[src/hdl/imdu_pkg.sv]
// Shared types and constants for the iterative multiply/divide unit.
// No dependencies; every other file in the project imports this package.
package imdu_pkg;

  // Command codes carried by an input beat.
  typedef enum logic [1:0] {
    CMD_WRITE = 2'd0,
    CMD_READ  = 2'd1,
    CMD_TICK  = 2'd2
  } cmd_t;

  // Register offsets within the window.
  localparam logic [4:0] OFF_MCAND    = 5'h02;
  localparam logic [4:0] OFF_MUL_GO   = 5'h03;
  localparam logic [4:0] OFF_DVND_LO  = 5'h04;
  localparam logic [4:0] OFF_DVND_HI  = 5'h05;
  localparam logic [4:0] OFF_DIV_GO   = 5'h06;
  localparam logic [4:0] OFF_QUO_LO   = 5'h14;
  localparam logic [4:0] OFF_QUO_HI   = 5'h15;
  localparam logic [4:0] OFF_PROD_LO  = 5'h16;
  localparam logic [4:0] OFF_PROD_HI  = 5'h17;

  // Step counts and reset values of the operand registers.
  localparam logic [3:0]  MUL_STEPS      = 4'd8;
  localparam logic [4:0]  DIV_STEPS      = 5'd16;
  localparam logic [7:0]  BYTE_RST       = 8'hFF;
  localparam logic [15:0] DVND_RST       = 16'hFFFF;

  // One input beat.
  typedef struct packed {
    logic [1:0] command;
    logic [4:0] reg_offset;
    logic [7:0] write_data;
  } in_item_t;

  // One result beat.
  typedef struct packed {
    logic [7:0] read_data;
    logic       busy_res;
  } out_item_t;

endpackage

[src/hdl/imdu_in_stage.sv]
// Input register of the unit: holds one accepted beat until execution takes it.
// Depends on imdu_pkg for the input beat type.
module imdu_in_stage import imdu_pkg::*; (
  input  logic     clk,
  input  logic     rst_n,
  input  logic     in_valid,
  output logic     in_stall,
  input  in_item_t in_data,
  input  logic     take,
  output logic     held_valid,
  output in_item_t held_item
);

  logic     valid_r;
  logic     valid_nxt;
  in_item_t item_r;
  logic     accept;

  // The register can load whenever it is empty or its beat leaves this cycle.
  assign in_stall   = valid_r && !take;
  assign accept     = in_valid && !in_stall;
  assign valid_nxt  = accept || (valid_r && !take);
  assign held_valid = valid_r;
  assign held_item  = item_r;

  // Valid flag.
  always_ff @(posedge clk) begin
    if (!rst_n) begin
      valid_r <= 1'b0;
    end else begin
      valid_r <= valid_nxt;
    end
  end

  // Payload needs no reset.
  always_ff @(posedge clk) begin
    if (accept) begin
      item_r <= in_data;
    end
  end

endmodule

[src/hdl/imdu_exec.sv]
// Register file and step logic: applies one beat to the state and forms its result.
// Depends on imdu_pkg for command codes, offsets and beat types.
module imdu_exec import imdu_pkg::*; (
  input  logic      clk,
  input  logic      rst_n,
  input  logic      fire,
  input  in_item_t  item,
  output out_item_t result
);

  logic [7:0]  mcand_r,  mcand_nxt;
  logic [7:0]  mplier_r, mplier_nxt;
  logic [15:0] dvnd_r,   dvnd_nxt;
  logic [7:0]  dvsr_r,   dvsr_nxt;
  logic [15:0] quo_r,    quo_nxt;
  logic [15:0] prod_r,   prod_nxt;
  logic [23:0] term_r,   term_nxt;
  logic [3:0]  mul_cnt_r, mul_cnt_nxt;
  logic [4:0]  div_cnt_r, div_cnt_nxt;
  logic        busy;
  logic [7:0]  rd;
  logic [23:0] term_half;

  assign busy      = (mul_cnt_r != '0) || (div_cnt_r != '0);
  assign term_half = term_r >> 1;

  // Next state and read data for the beat under execution.
  always_comb begin
    mcand_nxt   = mcand_r;
    mplier_nxt  = mplier_r;
    dvnd_nxt    = dvnd_r;
    dvsr_nxt    = dvsr_r;
    quo_nxt     = quo_r;
    prod_nxt    = prod_r;
    term_nxt    = term_r;
    mul_cnt_nxt = mul_cnt_r;
    div_cnt_nxt = div_cnt_r;
    rd          = '0;
    case (item.command)
      CMD_WRITE: begin
        case (item.reg_offset)
          OFF_MCAND: begin
            mcand_nxt = item.write_data;
          end
          OFF_MUL_GO: begin
            prod_nxt = '0;
            if (!busy) begin
              mplier_nxt  = item.write_data;
              quo_nxt     = {item.write_data, mcand_r};
              mul_cnt_nxt = MUL_STEPS;
              term_nxt    = {16'd0, item.write_data};
            end
          end
          OFF_DVND_LO: begin
            dvnd_nxt = {dvnd_r[15:8], item.write_data};
          end
          OFF_DVND_HI: begin
            dvnd_nxt = {item.write_data, dvnd_r[7:0]};
          end
          OFF_DIV_GO: begin
            prod_nxt = dvnd_r;
            if (!busy) begin
              dvsr_nxt    = item.write_data;
              div_cnt_nxt = DIV_STEPS;
              term_nxt    = {item.write_data, 16'd0};
            end
          end
          default: begin
          end
        endcase
      end
      CMD_READ: begin
        case (item.reg_offset)
          OFF_QUO_LO:  rd = quo_r[7:0];
          OFF_QUO_HI:  rd = quo_r[15:8];
          OFF_PROD_LO: rd = prod_r[7:0];
          OFF_PROD_HI: rd = prod_r[15:8];
          default:     rd = '0;
        endcase
      end
      CMD_TICK: begin
        // Only one operation can be running, so the two steps are exclusive.
        if (mul_cnt_r != '0) begin
          mul_cnt_nxt = mul_cnt_r - 4'd1;
          if (quo_r[0]) begin
            prod_nxt = prod_r + term_r[15:0];
          end
          quo_nxt  = quo_r >> 1;
          term_nxt = term_r << 1;
        end else if (div_cnt_r != '0) begin
          div_cnt_nxt = div_cnt_r - 5'd1;
          term_nxt    = term_half;
          if ({8'd0, prod_r} >= term_half) begin
            prod_nxt = prod_r - term_half[15:0];
            quo_nxt  = {quo_r[14:0], 1'b1};
          end else begin
            quo_nxt  = {quo_r[14:0], 1'b0};
          end
        end
      end
      default: begin
      end
    endcase
  end

  // Busy is reported as it stands after the beat has taken effect.
  assign result.read_data = rd;
  assign result.busy_res  = (mul_cnt_nxt != '0) || (div_cnt_nxt != '0);

  // State registers, updated once per executed beat.
  always_ff @(posedge clk) begin
    if (!rst_n) begin
      mcand_r   <= BYTE_RST;
      mplier_r  <= BYTE_RST;
      dvnd_r    <= DVND_RST;
      dvsr_r    <= BYTE_RST;
      quo_r     <= '0;
      prod_r    <= '0;
      term_r    <= '0;
      mul_cnt_r <= '0;
      div_cnt_r <= '0;
    end else if (fire) begin
      mcand_r   <= mcand_nxt;
      mplier_r  <= mplier_nxt;
      dvnd_r    <= dvnd_nxt;
      dvsr_r    <= dvsr_nxt;
      quo_r     <= quo_nxt;
      prod_r    <= prod_nxt;
      term_r    <= term_nxt;
      mul_cnt_r <= mul_cnt_nxt;
      div_cnt_r <= div_cnt_nxt;
    end
  end

endmodule

[src/hdl/imdu_out_stage.sv]
// Result register: holds one result beat until the consumer takes it.
// Depends on imdu_pkg for the result beat type.
module imdu_out_stage import imdu_pkg::*; (
  input  logic      clk,
  input  logic      rst_n,
  input  logic      load,
  input  out_item_t load_item,
  output logic      room,
  output logic      out_valid,
  input  logic      out_stall,
  output out_item_t out_data
);

  logic      valid_r;
  logic      valid_nxt;
  out_item_t item_r;

  // A new result may enter when the register is empty or being drained.
  assign room      = !valid_r || !out_stall;
  assign valid_nxt = load || (valid_r && out_stall);
  assign out_valid = valid_r;
  assign out_data  = item_r;

  // Valid flag.
  always_ff @(posedge clk) begin
    if (!rst_n) begin
      valid_r <= 1'b0;
    end else begin
      valid_r <= valid_nxt;
    end
  end

  // Payload needs no reset.
  always_ff @(posedge clk) begin
    if (load) begin
      item_r <= load_item;
    end
  end

endmodule

[src/hdl/iterative_multiply_divide_unit_top.sv]
// Iterative multiply/divide unit: one result beat for every input beat.
// An accepted beat waits in the input register until the result register has room; the
// execute stage then applies it to the state and writes its result into the result register.
// Throughput is one beat per cycle when out_stall is low; a tick steps a running operation.
// Synchronous active-low reset empties both registers and loads the operand defaults.
// Depends on imdu_pkg, imdu_in_stage, imdu_exec and imdu_out_stage.
module iterative_multiply_divide_unit_top import imdu_pkg::*; (
  input  logic      clk,
  input  logic      rst_n,
  input  logic      in_valid,
  output logic      in_stall,
  input  in_item_t  in_data,
  output logic      out_valid,
  input  logic      out_stall,
  output out_item_t out_data
);

  logic      held_valid;
  in_item_t  held_item;
  logic      room;
  logic      fire;
  out_item_t result;

  // A held beat executes whenever the result register can take its result.
  assign fire = held_valid && room;

  imdu_in_stage u_in (
    .clk        (clk),
    .rst_n      (rst_n),
    .in_valid   (in_valid),
    .in_stall   (in_stall),
    .in_data    (in_data),
    .take       (fire),
    .held_valid (held_valid),
    .held_item  (held_item)
  );

  imdu_exec u_exec (
    .clk    (clk),
    .rst_n  (rst_n),
    .fire   (fire),
    .item   (held_item),
    .result (result)
  );

  imdu_out_stage u_out (
    .clk       (clk),
    .rst_n     (rst_n),
    .load      (fire),
    .load_item (result),
    .room      (room),
    .out_valid (out_valid),
    .out_stall (out_stall),
    .out_data  (out_data)
  );

endmodule
[config.mk]
export PLATFORM = sky130hd
export DESIGN_NAME = iterative_multiply_divide_unit_top
export DESIGN_NICKNAME = d
export VERILOG_FILES = /design/src/hdl/imdu_pkg.sv /design/src/hdl/imdu_in_stage.sv /design/src/hdl/imdu_exec.sv /design/src/hdl/imdu_out_stage.sv /design/src/hdl/iterative_multiply_divide_unit_top.sv
export SDC_FILE = /design/constraint.sdc
export NUM_CORES = 1
export LEC_CHECK = 0
export BUFFER_PORTS_ARGS = -buffer_cell sky130_fd_sc_hd__buf_2
export CELL_PAD_IN_SITES_DETAIL_PLACEMENT = 1
export CELL_PAD_IN_SITES_GLOBAL_PLACEMENT = 1
export CORE_ASPECT_RATIO = 1.5
export CORE_UTILIZATION = 43
export CTS_CLUSTER_DIAMETER = 100
export DETAILED_ROUTE_END_ITERATION = 8
export PLACE_DENSITY = 0.81
export SYNTH_ARGS = -nofsm -noshare
export SYNTH_HDL_FRONTEND = slang
export SYNTH_HIERARCHICAL = 1
export SYNTH_SLANG_ARGS = --single-unit
export TNS_END_PERCENT = 10
[constraint.sdc]
create_clock -name clk -period 3.7 [get_ports clk]
set_clock_uncertainty 0.1 [all_clocks]
set_input_delay 0.74 -clock clk [delete_from_list [all_inputs] [get_ports clk]]
set_output_delay 0.74 -clock clk [all_outputs]
set_load 0.005 [all_outputs]
After elaboration in Yosys (flattened, before gate mapping)

Index checks and enable logic that the tools add are counted.

Register bits: 115
Input bits: 19
Output and inout bits: 11
Logic and storage cells: 95

$add $sub $neg: 4
$lt $le $gt $ge: 1
Multiplexer cells: 29
Equal/unequal tests: 19
Bitwise operators: 2
Reduce and logical (&&, ||, !) cells: 25

Operators with widths:

| cell                                                                    | number |
|---|---|
| 16-bit two-way mux                                                      | 8 |
| 16-bit case mux with 2 select lines                                     | 4 |
| 24-bit two-way mux                                                      | 4 |
| 24-bit case mux with 2 select lines                                     | 2 |
| 8-bit case mux with 4 select lines                                      | 1 |
| 16-bit by 23-bit greater-or-equal comparator with 1-bit output          | 1 |
| 5-bit equality test, second input constant                              | 4 |
| 5-bit two-way mux                                                       | 4 |
| 16-bit adder                                                            | 1 |
| 16-bit subtractor                                                       | 1 |
| 5-bit by 3-bit equality test with 1-bit output, second input constant   | 3 |
| 4-bit two-way mux                                                       | 3 |
| 6-bit AND reduction                                                     | 2 |
| 5-bit by 2-bit equality test with 1-bit output, second input constant   | 2 |
| 5-bit case mux with 2 select lines                                      | 1 |
| 5-bit nonzero test                                                      | 2 |
| 4-bit case mux with 2 select lines                                      | 1 |
| 4-bit AND reduction                                                     | 2 |
| 4-bit nonzero test                                                      | 2 |
| 3-bit by 1-bit inequality test with 1-bit output, second input constant | 2 |
| 3-bit by 2-bit inequality test with 1-bit output, second input constant | 2 |
| 3-bit inequality test, second input constant                            | 2 |
| 1-bit logical OR                                                        | 5 |
| 5-bit AND reduction                                                     | 1 |
| other kinds (12)                                                        | 20 |

Depth between registers and ports, before layout

Gate-level depths: netlist of run 1.

Depth after elaboration: 8
Mapped depth: 17
Depth with buffers taken out: 17

Hierarchy

The synthesis of run 1 kept the hierarchy.

Modules (own cells, without submodules):

| module                             | area each (um2) | cells each | seq. area each (um2) | times used |
|---|---|---|---|---|
| imdu_exec                          | 6178.4          | 812        | 1781.7               | 1 |
| imdu_in_stage                      | 498.0           | 19         | 470.5                | 1 |
| imdu_out_stage                     | 305.3           | 13         | 290.3                | 1 |
| iterative_multiply_divide_unit_top | 6.3             | 1          | 0.0                  | 1 |

Least setup slack after synthesis of run 1

Ideal clock, no wire load.

Path type: flip-flop to flip-flop
Start: register u_exec.mul_cnt_r[0]
End: register u_exec.prod_r[14]
Clock period less this slack: 3.788 ns
Setup slack: -0.088 ns
Stages on the path, launching flop included: 18
Required time: 3.470 ns
Buffers on the path: 2
Arrival: 3.558 ns
Library setup time: 0.130 ns
Cells stage by stage: dfxtp_1 inv_1 ha_1 nor3b_2 clkbuf_1 buf_1 nand2_1 nand2_1 ha_1 fa_1 a21o_1 a21oi_1 o21ai_1 o31ai_4 o21ai_0 and4b_1 a2111oi_0 a21oi_1

Longest elaborated chain between the ends: 3
Elaborated cells between the ends (all ways): 7
Those cells by class: eq/ne: 3; mux: 2; reduce/logical: 2

RTL lines:

| what                                                                                               | RTL line         | text |
|---|---|---|
| start, declared                                                                                    | imdu_exec.sv:18  | `logic [3:0] mul_cnt_r, mul_cnt_nxt;` |
| start signal, assigned                                                                             | imdu_exec.sv:130 | `mul_cnt_r <= mul_cnt_nxt;` |
| 4-bit nonzero test *                                                                               | imdu_exec.sv:83  | `if (mul_cnt_r != '0) begin` |
| 3-bit by 2-bit inequality test with 1-bit output (no source line) (tied with other cells)          | -                |  |
| 6-bit AND reduction (no source line) / 16-bit case mux with 2 select lines (equally long branches) | -                |  |
| end signal, assigned                                                                               | imdu_exec.sv:128 | `prod_r <= prod_nxt;` |
| end, declared                                                                                      | imdu_exec.sv:16  | `logic [15:0] prod_r, prod_nxt;` |

Mark *: on every way between the ends. The rest lies on a longest branch, timed or not.
A chain may end at the register's enable or synchronous reset.

Worst setup path after layout of run 1

Start: register u_exec.mul_cnt_r[1]
End: register u_exec.prod_r[13]

The elaborated chain is that of the path after synthesis.

==> results of run 1 <==
[registers in the layout, summed over array words and instances, names as in the netlist]
signal            count
u_exec/div_cnt_r      5
u_out/out_valid       1
u_exec/mcand_r        8
u_exec/dvnd_r        16
u_in/held_item       15
u_exec/prod_r        16
u_exec/quo_r         16
u_out/out_data        9
u_exec/mul_cnt_r      4
u_in/held_valid       1
u_exec/term_r        24
[power by group]
group	switching, W	total, W	internal, W
Clock	0.000688	0.00171	0.00102
Sequential	0.0000515	0.00137	0.00132
Combinational	0.000345	0.000559	0.000215
[through the flow]
step | cells | worst slack, ps
floorplan | 845 | 57.4
global placement | 1055 | 241
detailed placement | 1055 | 64.9
CTS | 1087 | 23.8
global route | 1090 | -58.4
finish | 1090 | 188
[layer usage]
layer / share of wire [%] / up-vias / track usage (%)
met3: 3.9 / 72 / 4.82
met2: 53 / 177 / 52.7
met1: 37 / 3255 / 29.2
met5: 0 / - / 0
met4: 5.8 / 0 / 18.1
li1: - / 3105 / -
[worst max-delay path by stage]
stage	endpoint	slack, ps	depth (start not counted)
6_report	u_exec/prod_r[13]	190	14
5_1_grt	u_exec/prod_r[15]	-60	17
4_1_cts	u_exec/prod_r[15]	20	17
3_5_place_dp	u_exec/prod_r[15]	60	17
3_3_place_gp	u_exec/prod_r[15]	240	17
2_1_floorplan	u_exec/prod_r[14]	60	17
[cells in the mapped netlist, types with 6 or more instances]
cell type	n	share of area, %
sky130_fd_sc_hd__a31oi_1	13	1.2
sky130_fd_sc_hd__a211oi_1	13	1.4
sky130_fd_sc_hd__a21oi_1	74	5.3
sky130_fd_sc_hd__mux2i_1	36	5.2
sky130_fd_sc_hd__xnor2_1	6	0.75
sky130_fd_sc_hd__o21ai_0	56	4.0
sky130_fd_sc_hd__buf_2	10	0.72
sky130_fd_sc_hd__xor2_1	8	1.0
sky130_fd_sc_hd__nand3_1	29	2.1
sky130_fd_sc_hd__o221ai_1	11	1.4
sky130_fd_sc_hd__a311oi_1	10	1.3
sky130_fd_sc_hd__clkbuf_1	34	1.8
sky130_fd_sc_hd__a21o_1	8	0.86
sky130_fd_sc_hd__ha_1	38	6.8
sky130_fd_sc_hd__a22oi_1	6	0.64
sky130_fd_sc_hd__o211ai_1	10	1.1
sky130_fd_sc_hd__nor2_1	75	4.0
sky130_fd_sc_hd__o21a_1	6	0.64
sky130_fd_sc_hd__mux4_2	8	2.6
sky130_fd_sc_hd__nor3_1	13	0.93
sky130_fd_sc_hd__nand2_1	145	7.8
sky130_fd_sc_hd__dfxtp_1	91	26
sky130_fd_sc_hd__nor2b_1	14	1.3
sky130_fd_sc_hd__inv_1	26	1.4
sky130_fd_sc_hd__edfxtp_1	24	10
sky130_fd_sc_hd__nand2b_1	11	0.98
[final cells by class]
| class | count | share of cell area [%] |
|---|---|---|
| Multi-Input combinational cell | 653 | 51.9 |
| Sequential cell | 115 | 31.1 |
| Clock buffer | 17 | 5.20 |
| Timing Repair Buffer | 61 | 5.28 |
| Inverter | 26 | 1.19 |
| Clock inverter | 15 | 2.20 |
| Tap cell | 203 | 3.11 |
[repair_timing]
item,CTS,global route
gates resized for setup,0,18
setup buffers,0,2
setup endpoints to repair,0,3
[cell families (layout without fill, tap and decap cells)]
| logic type | count (synthesis) | in the layout | synth area share, % |
|---|---|---|---|
| AND/OR/NAND/NOR | 323 | 323 | 21.5 |
| AO/OA/AOI/OAI | 233 | 233 | 21.1 |
| flip-flops | 115 | 115 | 36.4 |
| buffers and inverters | 77 | 119 | 4.49 |
| multiplexers | 44 | 44 | 7.74 |
| adder cells (fa/ha/maj) | 39 | 39 | 7.09 |
| XOR/XNOR | 14 | 14 | 1.75 |
==> metrics.yaml, run 1 <==
syn_inst: 845
max_slew_headroom_pct: 42.5
place_congestion: 0.904
synth_sequential_area_ratio_pct: 36.4
dieArea_um2: 16800
report.final.setup_viol: 0
synth_edf_count: 24
postSynthNetCount: 903
worst-setup-path-type: "reg -> reg"
layout_cell_area_excl_fill_um2: 8180
die_h_um: 158
critical_path.n_buffers_inverters: 2
layout_commonest_cell: "sky130_fd_sc_hd__nand2_1"
reg2reg_depth: 14
cts_buffers: 17
cts_tree: "built"
worst_pin_slew_ps: 863
synth_area_um2: 6990
global_route.overflow_total: 0
dr.first_iter.drc_count: 358
clock_period_minus_final_worst_setup_slack_ps: 3510
final_hold_viol_count: 0
post-route-period-util_pct: 94.9
ys.flop_type: "sky130_fd_sc_hd__dfxtp_1"
postSynthAreaPerCell_um2: 8.27
cp_data_required_time_ps: 3910
yosys.cell_types.count: 66
die_x_um: 106
postPlaceCellArea_um2: 7440
core_area_um2: 15800
io_pins: 30
max_cap_violations: 0
clkLatencyLatePin_ps: 430
timing.setup.tns_ps: 0
grt_pass1_vias: 6797
p_leak_nw: 3.22
ff2ff_setup_slack_ps: 190
vias: 6609
hold_depth: 1
synth_seq_cells: 115
final_layout_size_suffix_gt1_share_pct: 14.9
mostFrequentLayoutCells: "sky130_fd_sc_hd__nand2_1 (144), sky130_fd_sc_hd__dfxtp_1 (91), sky130_fd_sc_hd__nor2_1 (74), sky130_fd_sc_hd__a21oi_1 (71), sky130_fd_sc_hd__o21ai_0 (55)"
max_freq_mhz: 285
n_antenna_cell: 0
cpMaxStageDelayCell: "sky130_fd_sc_hd__or4_1"
cts_max_path_buffers: 2
power_density_nw_per_um2: 445
holdCritPathClass: "in -> reg"
synthesis_to_finish_area_growth_pct: 17.0
floorplan.initialDensity_pct: 44.3
drt.antenna.violating_nets: 0
grt_setup_unrepaired: "yes"
critPathMaxFanout: 15
route.detailed.drc: 0
worst_r2r_endpoint: "u_exec/prod_r[13]"
arrival_ps: 3720
total_of_buffers_placed_on_input_and_output_ports: 29
detail_route.vias_per_cell: 6.06
grt_antenna_before_repair: 0
utilization_pct: 51.9
placementRows: 56
clk_transition_reported_paths_ps: 60
synth.yosys.warnings: 6
grt_max_degree: 53
ctsHtreeMaxLevel: 4
cp_top_family: "compound AO/OA/AOI/OAI gates"
worst_hold_slack_ps: 379
status: "complete, no violations"
post-dp-hpwl_mm: 16.3
root_buffer: "sky130_fd_sc_hd__clkbuf_16"
final_max_slew_viol_count: 0
postSynth.asyncResetShare_pct: 0
worst_setup_path_startpoint: "u_exec/mul_cnt_r[1]"
ff_latch_area_um2: 2540
multi_input_comb_area_um2: 4240
fill_cell_instance_count_of_the_final_layout: 1876
timing.hold.worst_endpoint: "u_in/held_item[2]"
worstPathCellList: "inv_1 > ha_1 > nor3b_4 > buf_12 > nand2_1 > a22o_1 > ha_1 > or4_1 > o22a_1 > a21o_1 > a21o_1 > mux2i_1 > a221oi_2 > a21oi_1"
global_route_wire_length_before_repair_mm: 35.9
rr_startpoint: "u_exec/mul_cnt_r[1]"
routed_wire_length_per_instance_um: 21.0
min-delay-start: "in_data[2]"
grtUsageTotal_pct: 28.3
max-vdd-ir-drop_mv: 0.439
num-nets-final: 932
critical_path.max_stage_delay_ps: 520
worst_setup_path_start_kind: "flip-flop"
first_pass_iters: 5
drt_wl_total_mm: 22.9
total_power_after_layout_w: 0.00364
end_kind: "flip-flop"
hold_fix_buffers_at_cts: 0
clock_sink_count: 115
Power figures use the tool's default switching activity.
==> run 2: changes to the inputs <==
--- a/config.mk
+++ b/config.mk
@@ -9,10 +9,11 @@
 export CELL_PAD_IN_SITES_DETAIL_PLACEMENT = 1
 export CELL_PAD_IN_SITES_GLOBAL_PLACEMENT = 1
 export CORE_ASPECT_RATIO = 1.5
-export CORE_UTILIZATION = 43
+export CORE_MARGIN = 5
+export CORE_UTILIZATION = 46
 export CTS_CLUSTER_DIAMETER = 100
 export DETAILED_ROUTE_END_ITERATION = 8
-export PLACE_DENSITY = 0.81
+export PLACE_DENSITY = 0.82
 export SYNTH_ARGS = -nofsm -noshare
 export SYNTH_HDL_FRONTEND = slang
 export SYNTH_HIERARCHICAL = 1
==> constraint.sdc (replaced) <==
create_clock -name clk -period 3.25 [get_ports clk]
set_clock_uncertainty 0.1 [all_clocks]
set_input_delay 0.65 -clock clk [delete_from_list [all_inputs] [get_ports clk]]
set_output_delay 0.65 -clock clk [all_outputs]
set_load 0.005 [all_outputs]
==> run 2 against run 1 <==
The run now ends with setup timing left. Non-clock buffer count rose by 60. Worst hold slack worse by 84 ps. Die area up 6.2%. Worst setup slack worse by 690 ps. Maximum frequency fell by 6.4%. Global-route usage up 3.6 points. Largest cell class unchanged. Highest routed layer unchanged.
==> metrics.yaml, run 2 (synthesis gave the netlist of run 1 again) <==
pre_cts_slack_ps: -247  # -312 ps
floorplan.initialDensity_pct: 46.6  # +2.3 points
clkLatencyLatePin_ps: 430  # about the same
mostFrequentLayoutCells: "sky130_fd_sc_hd__nand2_1 (130), sky130_fd_sc_hd__dfxtp_1 (83), sky130_fd_sc_hd__buf_4 (80), sky130_fd_sc_hd__nor2_1 (71), sky130_fd_sc_hd__a21oi_1 (65)"
clock_sink_count: 115  # unchanged
first_pass_iters: 6  # +1
root_buffer: "sky130_fd_sc_hd__clkbuf_16"
power_density_nw_per_um2: 504  # +13%
place_congestion: 0.898  # -0.70%
clk_transition_reported_paths_ps: 70  # about the same
layout_cell_area_excl_fill_um2: 9060  # +11%
internal_power_w: 0.00315  # +23%
route.detailed.drc: 0  # unchanged
global_route.overflow_total: 0  # unchanged
max_freq_mhz: 267  # -6.4%
critical_path.n_buffers_inverters: 1  # -1
place.detailed.instances: 1081  # +2.5%
max-vdd-ir-drop_mv: 0.404  # -7.8%
pwr-share-seq_pct: 34.4  # -3.3 points
worstPathCellList: "buf_6 > nor4_4 > and3_2 > o21ai_0 > a21oi_2 > ha_1 > a21oi_2 > nor2b_1 > o21ai_0 > o311ai_2 > xor2_1 > a22oi_1 > a21oi_1"
hold_fix_buffers_at_cts: 0  # unchanged
grt_setup_unrepaired: "yes"
cpMaxStageDelayCell: "sky130_fd_sc_hd__nor4_4"
placementRows: 55  # -1.8%
synthesis_to_finish_area_growth_pct: 29.7
failed_checks: "setup timing"
power_switching_share_pct: 31.1  # +1.3 points
cp_data_required_time_ps: 3450  # -460 ps
drt_wl_total_mm: 34.2  # +49%
cts_buffers: 17  # unchanged
ctsHtreeMaxLevel: 4  # unchanged
report.final.setup_viol: 12  # +12
layout.cells.non_filler: 1146  # +5.1%
ff_latch_area_um2: 2550  # +0.39%
post-dp-hpwl_mm: 17.4  # +7.0%
largest-register: "u_exec/term_r"
max_cap_violations: 0  # unchanged
arrival_ps: 3950  # +230 ps
layout_commonest_cell: "sky130_fd_sc_hd__nand2_1"
multi_input_comb_area_um2: 4600  # +8.3%
worst-setup-path-type: "reg -> reg"
vias: 7949  # +20%
grtUsageTotal_pct: 31.9  # +3.6 points
cts_max_path_buffers: 2  # unchanged
critical_path.max_stage_delay_ps: 360  # -160 ps
power_switching_w: 0.00142  # +31%
routed_wire_length_per_instance_um: 29.8  # +42%
num-nets-final: 992  # +6.4%
clock_power_share_pct: 45.7  # -1.3 points
p_leak_nw: 3.59  # +12%
setup_slack_ps: -500  # -688 ps
holdCritPathClass: "in -> reg"
detail_route.vias_per_cell: 6.94  # +14%
core_area_um2: 15000  # -4.8%
worst_pin_slew_ps: 725  # -138 ps
post-route-period-util_pct: 115  # +20 points
global_route_wire_length_before_repair_mm: 45.0  # +25%
worst_setup_path_start_kind: "flip-flop"
final_max_slew_viol_count: 0  # unchanged
cp_top_family: "compound AO/OA/AOI/OAI gates"
total_of_buffers_placed_on_input_and_output_ports: 29  # unchanged
die_x_um: 111  # +4.3%
die_h_um: 161  # +1.8%
status: "complete, but fails checks"
dieArea_um2: 17800  # +6.2%
drt.antenna.violating_nets: 0  # unchanged
final_hold_viol_count: 0  # unchanged
n_antenna_cell: 0  # unchanged
end_kind: "flip-flop"
cts_tree: "built"
io_pins: 30  # unchanged
critPathMaxFanout: 3  # -12
grt_antenna_before_repair: 1  # +1
max_slew_headroom_pct: 51.7  # +9.2 points
postPlaceCellArea_um2: 7720  # +3.7%
dr.first_iter.drc_count: 950  # +170%
final_layout_size_suffix_gt1_share_pct: 27.2  # +12 points
comb_power_share_pct: 19.9  # +4.5 points
largest_register_ffs: 24  # unchanged
grt_pass1_vias: 8037  # +18%
fill_cell_instance_count_of_the_final_layout: 1760  # -6.2%
grt_max_degree: 55  # +3.8%
clock_period_minus_final_worst_setup_slack_ps: 3750  # +238 ps
[run 2: changes by cell type in the layout (fill, tap and decap cells not counted), sizes merged]
cell	before	now
buf	60	120
bufbuf	0	1
bufinv	2	4
clkbuf	18	17
clkinv	1	7
clkinvlp	1	3
inv	37	27
[run 2: what timing repair did]
action / 4_1_cts / 5_1_grt
gates cloned: 2 / 0
setup endpoints to repair: 7 / 38
pin swaps: 23 / 42
endpoints found under the hold margin: 0 / 0
resized for setup: 23 / 81
setup buffers: 13 / 19
[run 2: final timing paths]
check               startpoint                 to  slack, ps  cells after the start
max           u_exec/term_r[1]  u_exec/prod_r[12]       -500                     13
min                 in_data[3]  u_in/held_item[3]        300                      1
max reg2reg   u_exec/term_r[1]  u_exec/prod_r[12]       -500                     13
min reg2reg  u_exec/mcand_r[6]  u_exec/mcand_r[6]        380                      2
[run 2: final cells by class]
| type | instances | area share (%) |
|---|---|---|
| clock inverter | 15 | 2.28 |
| inverter | 26 | 1.08 |
| multi-input combinational | 653 | 50.7 |
| tap | 199 | 2.75 |
| timing repair buffer | 121 | 10.3 |
| clock buffer | 17 | 4.69 |
| sequential | 115 | 28.2 |
[run 2: per-stage QoR]
| stage | hold slack [ps] | TNS, ps | power (W) | util (%) |
|---|---|---|---|---|
| after floorplan | 341 | -11.3 | 0.00198 | - |
| after global placement | 355 | -113 | 0.00219 | 51.5 |
| after detailed placement | 363 | -310 | 0.00224 | 51.5 |
| after CTS | 285 | -334 | 0.00435 | 57.3 |
| after global routing | 293 | -3080 | 0.00467 | 60.4 |
| final | 295 | -1760 | 0.00457 | 60.4 |
[run 2: power by group through the flow]
stage | logic, W | registers (W) | clock network, W
2_1_floorplan | 0.000422 | 0.00156 | 0
3_3_place_gp | 0.000610 | 0.00158 | 0
3_5_place_dp | 0.000649 | 0.00159 | 0
4_1_cts | 0.000726 | 0.00156 | 0.00206
5_1_grt | 0.000942 | 0.00157 | 0.00216
6_report | 0.000911 | 0.00157 | 0.00209
[run 2: layer usage]
metal | track usage [%] | routed length, um
met5 | 0 | 0
met3 | 5.84 | 3150
met2 | 56.1 | 16300
met4 | 23.0 | 3260
met1 | 34.0 | 11400
==> run 3: changes to the inputs <==
--- a/config.mk
+++ b/config.mk
@@ -14,6 +14,7 @@
 export CTS_CLUSTER_DIAMETER = 100
 export DETAILED_ROUTE_END_ITERATION = 8
 export PLACE_DENSITY = 0.82
+export SKIP_CTS_REPAIR_TIMING = 1
 export SYNTH_ARGS = -nofsm -noshare
 export SYNTH_HDL_FRONTEND = slang
 export SYNTH_HIERARCHICAL = 1
==> run 3 against run 2 <==
The run still ends with setup timing left. Sequential power barely moved. Maximum frequency rose by 8.1%. Combinational power fell by 11%. Die area did not move. Worst hold slack improved by 6.8 ps. Total power fell by 2.9%. Highest routed layer unchanged.
==> metrics.yaml, run 3 (synthesis gave the netlist of run 1 again) <==
place_congestion: 0.898  # unchanged
critPathMaxFanout: 5  # +2
grt_setup_unrepaired: "yes"
layout_commonest_cell: "sky130_fd_sc_hd__nand2_1"
detail_route.vias_per_cell: 6.66  # -4.0%
num-nets-final: 980  # -1.2%
grtUsageTotal_pct: 29.2  # -2.7 points
die_x_um: 111  # unchanged
cpMaxStageDelayCell: "sky130_fd_sc_hd__dfxtp_2"
worst_setup_path_start_kind: "flip-flop"
max_slew_headroom_pct: 52.8  # +1.1 points
status: "complete, but fails checks"
largest_register_ffs: 24  # unchanged
global_route_wire_length_before_repair_mm: 41.4  # -7.9%
grt_antenna_before_repair: 0  # -1
drt.antenna.violating_nets: 0  # unchanged
final_hold_viol_count: 0  # unchanged
critical_path.max_stage_delay_ps: 340  # -20 ps
dr.first_iter.drc_count: 844  # -11%
worst_hold_slack_ps: 302  # +6.78 ps
routed_wire_length_per_instance_um: 26.2  # -12%
utilization_pct: 58.4  # -2.0 points
grt_pass1_vias: 7777  # -3.2%
cts_max_path_buffers: 2  # unchanged
max_cap_violations: 0  # unchanged
layout.cells.non_filler: 1134  # -1.0%
clock_sink_count: 115  # unchanged
max_freq_mhz: 288  # +8.1%
floorplan.initialDensity_pct: 46.6  # unchanged
arrival_ps: 3670  # -280 ps
power_density_nw_per_um2: 506  # +0.36%
io_pins: 30  # unchanged
cts_tree: "built"
n_antenna_cell: 0  # unchanged
route.detailed.drc: 0  # unchanged
worstPathCellList: "inv_2 > ha_4 > nor2b_4 > and3_4 > nand2_4 > o41ai_4 > a21oi_2 > ha_1 > a21o_1 > a31oi_2 > o21ai_1 > a211oi_1 > a21oi_1 > xnor2_1 > a311o_1 > and3_1"
drt_wl_total_mm: 29.7  # -13%
cts_buffers: 17  # unchanged
clock_period_minus_final_worst_setup_slack_ps: 3470  # -283 ps
setup_slack_ps: -218  # +283 ps
pre_cts_slack_ps: -247  # unchanged
grt_max_degree: 55  # unchanged
die_h_um: 161  # unchanged
ctsHtreeMaxLevel: 4  # unchanged
mostFrequentLayoutCells: "sky130_fd_sc_hd__nand2_1 (138), sky130_fd_sc_hd__dfxtp_1 (87), sky130_fd_sc_hd__nor2_1 (73), sky130_fd_sc_hd__buf_4 (69), sky130_fd_sc_hd__a21oi_1 (69)"
failed_checks: "setup timing"
place.detailed.instances: 1081  # unchanged
clkLatencyLatePin_ps: 420  # about the same
dieArea_um2: 17800  # unchanged
post-route-period-util_pct: 107  # -8.7 points
p_leak_nw: 3.50  # -2.5%
final_layout_size_suffix_gt1_share_pct: 22.8  # -4.5 points
post-dp-hpwl_mm: 17.4  # unchanged
placementRows: 55  # unchanged
worst_pin_slew_ps: 708  # -16.6 ps
total_power_after_layout_w: 0.00443  # -2.9%
report.final.setup_viol: 8  # -4
global_route.overflow_total: 0  # unchanged
largest-register: "u_exec/term_r"
ff2ff_setup_slack_ps: -220  # +280 ps
first_pass_iters: 7  # +1
end_kind: "flip-flop"
holdCritPathClass: "in -> reg"
worst-setup-path-type: "reg -> reg"
clk_transition_reported_paths_ps: 60  # about the same
synthesis_to_finish_area_growth_pct: 25.5
core_area_um2: 15000  # unchanged
cp_data_required_time_ps: 3460  # about the same
max-vdd-ir-drop_mv: 0.351  # -13%
total_of_buffers_placed_on_input_and_output_ports: 29  # unchanged
vias: 7554  # -5.0%
root_buffer: "sky130_fd_sc_hd__clkbuf_16"
final_max_slew_viol_count: 0  # unchanged
[run 3: stage by stage]
| step | setup TNS (ps) | area, um2 |
|---|---|---|
| global placement | -113 | 7720 |
| detailed placement | -310 | 7720 |
| floorplan | -11.3 | 7070 |
| finish | -940 | 8770 |
| CTS | -856 | 8350 |
| global route | -2520 | 8770 |
[run 3: area by class of cell]
| class | count | area (um2) |
|---|---|---|
| Fill cell | 1783 | 6230 |
| Timing Repair Buffer | 109 | 841 |
| Clock inverter | 15 | 206 |
| Multi-Input combinational cell | 653 | 4400 |
| Tap cell | 199 | 249 |
| Sequential cell | 115 | 2550 |
| Clock buffer | 17 | 425 |
| Inverter | 26 | 97.6 |
[run 3: power by group]
| group | switching [W] | total, W | internal, W |
|---|---|---|---|
| sequential | 0.0000611 | 0.00156 | 0.00150 |
| clock | 0.000765 | 0.00206 | 0.00129 |
| combinational | 0.000490 | 0.000812 | 0.000322 |
[run 3: worst paths after layout]
kind | cells past startpoint | to | start
setup / recovery | 16 | u_exec/prod_r[15] | u_exec/term_r[1]
hold / removal | 1 | u_in/held_item[13] | in_data[13]
hold reg to reg | 2 | u_exec/mcand_r[6] | u_exec/mcand_r[6]
setup reg to reg | 16 | u_exec/prod_r[15] | u_exec/term_r[1]
[run 3: routing by layer]
metal	up-vias	share of wire (%)	global-route usage, %	wire length (um)
met5	-	0	0	0
met4	0	8.2	20.7	2430
met3	179	6.9	5.20	2040
met2	463	50	51.7	14900
met1	3697	35	31.1	10300
li1	3215	-	-	-
[run 3: worst max-delay path, delay by kind of cell, from the launching register on]
family	cells	cell delay, ps
compound gates	8	1620
xor+xnor	1	170
fa+ha+maj	2	450
buf+inv	1	80
flops	1	340
simple gates	4	600
